$ cat src/hdl/crc32c_pkg.sv
// constants and the byte-wide update function for the msb-first crc-32 checker
package crc32c_pkg;

    localparam int unsigned CRC_W     = 32;
    localparam int unsigned BYTE_W    = 8;
    localparam int unsigned CNT_W     = 3;
    localparam int unsigned APB_AW    = 3;
    localparam int unsigned APB_DW    = 32;

    localparam logic [CRC_W-1:0] CRC_POLY     = 32'h04C1_1DB7;
    localparam logic [CNT_W-1:0] CHK_CNT_FULL = 3'd4;
    localparam logic [CNT_W-1:0] CHK_CNT_SAT  = 3'd7;

    // register index decoded from paddr[2]
    localparam logic REG_CRC_SEED = 1'b0;

    // one byte folded in msb first, eight unrolled bit steps
    function automatic logic [CRC_W-1:0] crc_fold_byte(input logic [CRC_W-1:0] crc,
                                                       input logic [BYTE_W-1:0] data);
        logic [CRC_W-1:0] r;
        r = crc ^ {data, {(CRC_W-BYTE_W){1'b0}}};
        for (int k = 0; k < BYTE_W; k++) begin
            if (r[CRC_W-1]) begin
                r = {r[CRC_W-2:0], 1'b0} ^ CRC_POLY;
            end else begin
                r = {r[CRC_W-2:0], 1'b0};
            end
        end
        return r;
    endfunction

endpackage

$ cat src/hdl/crc32_msb_first_check_top.sv
// top level of the msb-first crc-32 frame checker with stream ports and apb seed register
// path: an accepted byte is held in the input register; if it ends a frame, its result is
//   registered in the result register and raised on m_tvalid once the result slot is free
// throughput: one byte per cycle; the crc update is one byte-wide fold between input and state
//   registers, and only a stalled result register holds back the input register
// reset: aresetn is synchronous, active low; clears crc, stored crc, check count, seed and valids
module crc32_msb_first_check_top
    import crc32c_pkg::*;
(
    input  logic                aclk,
    input  logic                aresetn,

    // input byte stream
    input  logic                s_tvalid,
    output logic                s_tready,
    input  logic [BYTE_W-1:0]   s_tdata,   // [7:0] data_byte
    input  logic [1:0]          s_tuser,   // [0] first_byte, [1] check_byte
    input  logic                s_tlast,   // last byte of the frame

    // result stream, one request per frame
    output logic                m_tvalid,
    input  logic                m_tready,
    output logic [CRC_W-1:0]    m_tdata,   // [31:0] crc_value
    output logic                m_tuser,   // [0] crc_match

    // apb configuration port
    input  logic                psel,
    input  logic                penable,
    input  logic                pwrite,
    input  logic [APB_AW-1:0]   paddr,
    input  logic [APB_DW-1:0]   pwdata,
    output logic [APB_DW-1:0]   prdata,
    output logic                pready
);

    // seed register
    logic [CRC_W-1:0] seed_reg;

    // input register
    logic              in_valid_reg;
    logic [BYTE_W-1:0] in_byte_reg;
    logic              in_first_reg;
    logic              in_check_reg;
    logic              in_last_reg;

    // frame state
    logic [CRC_W-1:0] crc_reg,       crc_next;
    logic [CRC_W-1:0] stored_reg,    stored_next;
    logic [CNT_W-1:0] chk_cnt_reg,   chk_cnt_next;

    // result register
    logic              out_valid_reg;
    logic [CRC_W-1:0]  out_crc_reg;
    logic              out_match_reg;

    logic out_free;
    logic advance;
    logic cfg_write;

    // config port: writes complete in the access phase, no wait states
    assign pready    = 1'b1;
    assign cfg_write = psel && penable && pwrite && pready;
    assign prdata    = (paddr[2] == REG_CRC_SEED) ? seed_reg : '0;

    // result register can take a new request when empty or being drained
    assign out_free = !out_valid_reg || m_tready;
    // input byte is processed unless it ends a frame and the result slot is blocked
    assign advance  = in_valid_reg && (!in_last_reg || out_free);
    assign s_tready = !in_valid_reg || advance;

    // frame start reload, then either fold a data byte or gather a check byte
    always_comb begin
        logic [CRC_W-1:0] crc_base;
        logic [CRC_W-1:0] stored_base;
        logic [CNT_W-1:0] cnt_base;
        crc_base    = in_first_reg ? seed_reg : crc_reg;
        stored_base = in_first_reg ? '0       : stored_reg;
        cnt_base    = in_first_reg ? '0       : chk_cnt_reg;

        crc_next     = crc_base;
        stored_next  = stored_base;
        chk_cnt_next = cnt_base;
        if (in_check_reg) begin
            // little-endian gather, bytes after the fourth are dropped
            if (cnt_base < CHK_CNT_FULL) begin
                case (cnt_base[1:0])
                    2'd0:    stored_next[7:0]   = in_byte_reg;
                    2'd1:    stored_next[15:8]  = in_byte_reg;
                    2'd2:    stored_next[23:16] = in_byte_reg;
                    default: stored_next[31:24] = in_byte_reg;
                endcase
            end
            if (cnt_base != CHK_CNT_SAT) begin
                chk_cnt_next = cnt_base + 1'b1;
            end
        end else begin
            crc_next = crc_fold_byte(crc_base, in_byte_reg);
        end
    end

    always_ff @(posedge aclk) begin
        if (!aresetn) begin
            seed_reg      <= '0;
            in_valid_reg  <= 1'b0;
            crc_reg       <= '0;
            stored_reg    <= '0;
            chk_cnt_reg   <= '0;
            out_valid_reg <= 1'b0;
        end else begin
            if (cfg_write && paddr[2] == REG_CRC_SEED) begin
                seed_reg <= pwdata;
            end

            if (s_tready) begin
                in_valid_reg <= s_tvalid;
            end

            if (advance) begin
                crc_reg     <= crc_next;
                stored_reg  <= stored_next;
                chk_cnt_reg <= chk_cnt_next;
            end

            if (advance && in_last_reg) begin
                out_valid_reg <= 1'b1;
            end else if (m_tready) begin
                out_valid_reg <= 1'b0;
            end
        end
    end

    // payload registers
    always_ff @(posedge aclk) begin
        if (s_tready && s_tvalid) begin
            in_byte_reg  <= s_tdata;
            in_first_reg <= s_tuser[0];
            in_check_reg <= s_tuser[1];
            in_last_reg  <= s_tlast;
        end
        if (advance && in_last_reg) begin
            out_crc_reg   <= crc_next;
            out_match_reg <= (chk_cnt_next == CHK_CNT_FULL) && (stored_next == crc_next);
        end
    end

    assign m_tvalid = out_valid_reg;
    assign m_tdata  = out_crc_reg;
    assign m_tuser  = out_match_reg;

    // a byte held back in the input register stays there unchanged
    assert property (@(posedge aclk) disable iff (!aresetn)
        in_valid_reg && !advance |=> in_valid_reg && $stable(in_byte_reg)
            && $stable(in_last_reg))
        else $error("input register lost or changed a held byte");

    // a frame end is only processed when the result slot can take it
    assert property (@(posedge aclk) disable iff (!aresetn)
        advance && in_last_reg |-> !out_valid_reg || m_tready)
        else $error("result overwritten before it was taken");

    // frame state only moves when a byte is processed
    assert property (@(posedge aclk) disable iff (!aresetn)
        !advance |=> $stable(crc_reg) && $stable(chk_cnt_reg) && $stable(stored_reg))
        else $error("frame state changed without a processed byte");

    // a match needs exactly four gathered check bytes
    assert property (@(posedge aclk) disable iff (!aresetn)
        advance && in_last_reg && chk_cnt_next != CHK_CNT_FULL |=> !out_match_reg)
        else $error("match flagged without four check bytes");

endmodule
$ cat config.mk
export PLATFORM = sky130hd
export DESIGN_NAME = crc32_msb_first_check_top
export DESIGN_NICKNAME = d
export VERILOG_FILES = /design/src/hdl/crc32c_pkg.sv /design/src/hdl/crc32_msb_first_check_top.sv
export SDC_FILE = /design/constraint.sdc
export NUM_CORES = 1
export LEC_CHECK = 0
export ABC_AREA = 1
export BUFFER_PORTS_ARGS = -buffer_cell sky130_fd_sc_hd__buf_2
export CAP_MARGIN = 20
export CORE_MARGIN = 8
export CORE_UTILIZATION = 35
export DETAILED_ROUTE_END_ITERATION = 6
export PLACE_DENSITY_LB_ADDON = 0.3
export SLEW_MARGIN = 15
export SYNTH_ARGS = -nofsm -noshare
export SYNTH_HDL_FRONTEND = slang
export SYNTH_SLANG_ARGS = --single-unit
export TNS_END_PERCENT = 5
$ cat constraint.sdc
create_clock -name aclk -period 4.85 [get_ports aclk]
set_clock_uncertainty 0.05 [all_clocks]
set_input_delay 0.7275 -clock aclk [delete_from_list [all_inputs] [get_ports aclk]]
set_output_delay 0.7275 -clock aclk [all_outputs]
set_load 0.02 [all_outputs]
==> insert_results.sql <==
INSERT INTO impl_metrics (metric_group, metric, value, unit) VALUES
('status', 'status', 'finished, final reports clean', ''),
('final_layout', 'finalNetCount', '1456', ''),
('critical_path', 'worstPathCellList', 'buf_4 > nor2_2 > ha_1 > nand3_1 > nand3_1 > o21ai_0 > inv_1 > nand2_1 > nand3_1 > nor2_1 > nand2_1 > nor2_1 > nand2_1 > nor2_1 > nand3_1 > nor2_1', ''),
('floorplanning', 'die-height', '174', 'µm'),
('critical_path', 'setup.worst_path.end_class', 'flop', ''),
('clock_tree', 'post-cts-setup-buffers', '0', ''),
('final_layout', 'drive_gt1_frac', '0.167', ''),
('yosys', 'synthesis.nets', '1371', ''),
('timing', 'worst_slew_margin_rel', '0.297', ''),
('floorplanning', 'effective_utilization_at_floorplan', '0.357', ''),
('clock_tree', 'worst_skew_pair.late_latency', '0.44', 'ns'),
('timing', 'rsz0062_at_grt', 'false', ''),
('clock_tree', 'post_cts_resized', '0', ''),
('critical_path', 'critPathBufInv', '2', ''),
('final_layout', 'final_cell_mix', '385 x sky130_fd_sc_hd__nand2_1, 171 x sky130_fd_sc_hd__inv_1, 134 x sky130_fd_sc_hd__nand3_1', ''),
('placement', 'placement.cell_area', '9440', 'µm²'),
('routing', 'routed-via-count', '8846', ''),
('final_layout', 'postLayoutCellArea', '10000', 'µm²'),
('clock_tree', 'cts_htree_levels', '4', ''),
('timing', 'timing.setup.tns', '0', 'ns'),
('global_routing', 'number_of_antenna_violations_at_the_first_check_in_global_routing', '0', ''),
('timing', 'final.hold.worst_slack', '0.410', 'ns'),
('critical_path', 'worstSetupPathType', 'reg2reg', ''),
('placement', 'dpl.hpwl', '21600', 'µm'),
('critical_path', 'timing.rr.start', 'in_first_reg', ''),
('critical_path', 'endpoint', 'm_tuser', ''),
('yosys', 'synth_sequential_area_ratio', '0.384', ''),
('placement', 'gpl.final_weighted_congestion', '0.920', ''),
('yosys', 'synth.cell_area', '8700', 'µm²'),
('final_layout', 'utilization', '0.410', ''),
('timing', 'final.period_utilization', '0.725', ''),
('clock_tree', 'ctsRootBufferMaster', 'sky130_fd_sc_hd__clkbuf_16', ''),
('clock_tree', 'cts_buffer_depth', '2', ''),
('critical_path', 'max_stage_delay', '0.69', 'ns'),
('critical_path', 'r2r-end', 'm_tuser', ''),
('global_routing', 'grt_use_total', '0.194', ''),
('final_layout', 'final_cells', '1736', ''),
('global_routing', 'grt_pass1_vias', '8128', ''),
('pwr', 'powerDensity', '340', 'nW/µm²'),
('pwr', 'power.sequential.fraction', '0.399', ''),
('routing', 'post_drt_via_cell_ratio', '5.10', ''),
('placement', 'dp.cells', '1703', ''),
('yosys', 'yosysUniqueCellTypes', '36', ''),
('routing', 'drc', '0', ''),
('yosys', 'postSynthRegisterBits', '145', ''),
('placement', 'quantity_of_i_o_buffers_inserted_on_ports', '117', ''),
('critical_path', 'worst-r2r-setup-slack', '1.33', 'ns'),
('critical_path', 'rr_worst_depth', '16', ''),
('pwr', 'power.clock.fraction', '0.367', ''),
('yosys', 'yosysTopAreaCell', 'sky130_fd_sc_hd__dfxtp_1', ''),
('job', 'max_cap_violations', '0', ''),
('yosys', 'post_synthesis_compound_gate_area_fraction', '0.151', ''),
('critical_path', 'crit_cells', '16', ''),
('critical_path', 'worstSetupStartpointType', 'flop', ''),
('critical_path', 'critPathLaunch', 'in_first_reg', ''),
('yosys', 'syn_area_per_cell', '6.62', 'µm²'),
('floorplanning', 'placementRows', '57', ''),
('yosys', 'synth_cells', '1314', ''),
('clock_tree', 'clkSinkCount', '145', ''),
('global_routing', 'grt_pass1_wl', '46000', 'µm'),
('final_layout', 'antenna_cells', '0', ''),
('yosys', 'muxShareOfSynthArea', '0', ''),
('floorplanning', 'die_area', '30200', 'µm²'),
('global_routing', 'maximum_number_of_pins_on_one_net_before_global_route_repair', '98', ''),
('yosys', 'largest_family_of_logic_cells_by_synthesized_area', 'simple AND/OR/NAND/NOR gates', ''),
('clock_tree', 'cts_tree', 'yes', ''),
('timing', 'maxSlewViolCount', '0', ''),
('clock_tree', 'ctsHoldBuffers', '0', ''),
('clock_tree', 'clkSlewWorstSetupHoldPaths', '0.07', 'ns'),
('pwr', 'p_leak', '4.86', 'nW'),
('critical_path', 'critical_path_peak_fanout', '73', '');
layer usage:
layer,track usage,up-vias,wire length (µm)
met2,0.313,308,13800
met4,0.0702,0,763
met1,0.254,4108,13200
met5,0,-,0
li1,-,4377,-
met3,0.0344,53,1930
power by group through the flow:
stage                     combinational (W)  sequential, W  clock (W)
after floorplan                    0.000539        0.00139          0
after global placement             0.000768        0.00138          0
after detailed placement           0.000775        0.00138          0
after CTS                          0.000780        0.00136    0.00126
after global routing               0.000883        0.00136    0.00131
final                              0.000794        0.00136    0.00125
cells by family after synthesis:
family / Yosys count
AOI/OAI and AO/OA: 252
xor gates and xnor gates: 5
adders and majority gates: 4
buffers and inverters: 247
DFF: 145
other: 1
and+or+nand+nor: 660
worst min-delay path by stage:
| stage | start | to | slack (ns) | cells past startpoint |
|---|---|---|---|---|
| 2_1_floorplan | seed_reg[0] | seed_reg[0] | 0.39 | 2 |
| 3_3_place_gp | seed_reg[10] | seed_reg[10] | 0.42 | 2 |
| 3_5_place_dp | seed_reg[8] | seed_reg[8] | 0.42 | 2 |
| 4_1_cts | s_tdata[7] | in_byte_reg[7] | 0.40 | 1 |
| 5_1_grt | s_tdata[7] | in_byte_reg[7] | 0.40 | 1 |
| 6_report | s_tdata[7] | in_byte_reg[7] | 0.41 | 1 |
per-stage QoR:
step	power, W	setup WS (ns)
finish	0.00340	1.33
global placement	0.00215	1.47
CTS	0.00340	1.37
detailed placement	0.00216	1.40
floorplan	0.00193	2.19
global route	0.00355	1.05
final cells by class:
type,count,area [µm²]
fill,2628,14400
multi-input combinational,922,4340
sequential,145,3340
inverter,186,698
timing repair buffer,127,681
clock buffer,21,462
tap,324,405
clock inverter,11,78.8
cells in the mapped netlist:
library cell and instances:
sky130_fd_sc_hd__nor2_1 68, sky130_fd_sc_hd__o21ai_2 7, sky130_fd_sc_hd__nor2_2 5, sky130_fd_sc_hd__clkinv_1 2, sky130_fd_sc_hd__nand2_2 32, sky130_fd_sc_hd__buf_6 7
sky130_fd_sc_hd__nand2_1 385, sky130_fd_sc_hd__o21ai_1 13, sky130_fd_sc_hd__o21a_1 3, sky130_fd_sc_hd__a31oi_1 3, sky130_fd_sc_hd__nand2_4 7, sky130_fd_sc_hd__ha_1 4
sky130_fd_sc_hd__inv_1 171, sky130_fd_sc_hd__dfxtp_1 101, sky130_fd_sc_hd__buf_12 1, sky130_fd_sc_hd__a21oi_1 97, sky130_fd_sc_hd__nand3b_1 5, sky130_fd_sc_hd__buf_2 9
sky130_fd_sc_hd__nand4_1 7, sky130_fd_sc_hd__nor2_4 1, sky130_fd_sc_hd__o2bb2ai_1 1, sky130_fd_sc_hd__nand3_2 14, sky130_fd_sc_hd__o21ai_0 121, sky130_fd_sc_hd__o22ai_1 6
sky130_fd_sc_hd__buf_1 2, sky130_fd_sc_hd__buf_4 3, sky130_fd_sc_hd__edfxtp_1 44, sky130_fd_sc_hd__or2_1 1, sky130_fd_sc_hd__nor3b_1 1, sky130_fd_sc_hd__clkbuf_1 39
sky130_fd_sc_hd__o211ai_1 1, sky130_fd_sc_hd__nand3_1 134, sky130_fd_sc_hd__xor2_1 4, sky130_fd_sc_hd__conb_1 1, sky130_fd_sc_hd__inv_2 13, sky130_fd_sc_hd__xnor2_1 1
(Power assumes the default switching activity.)
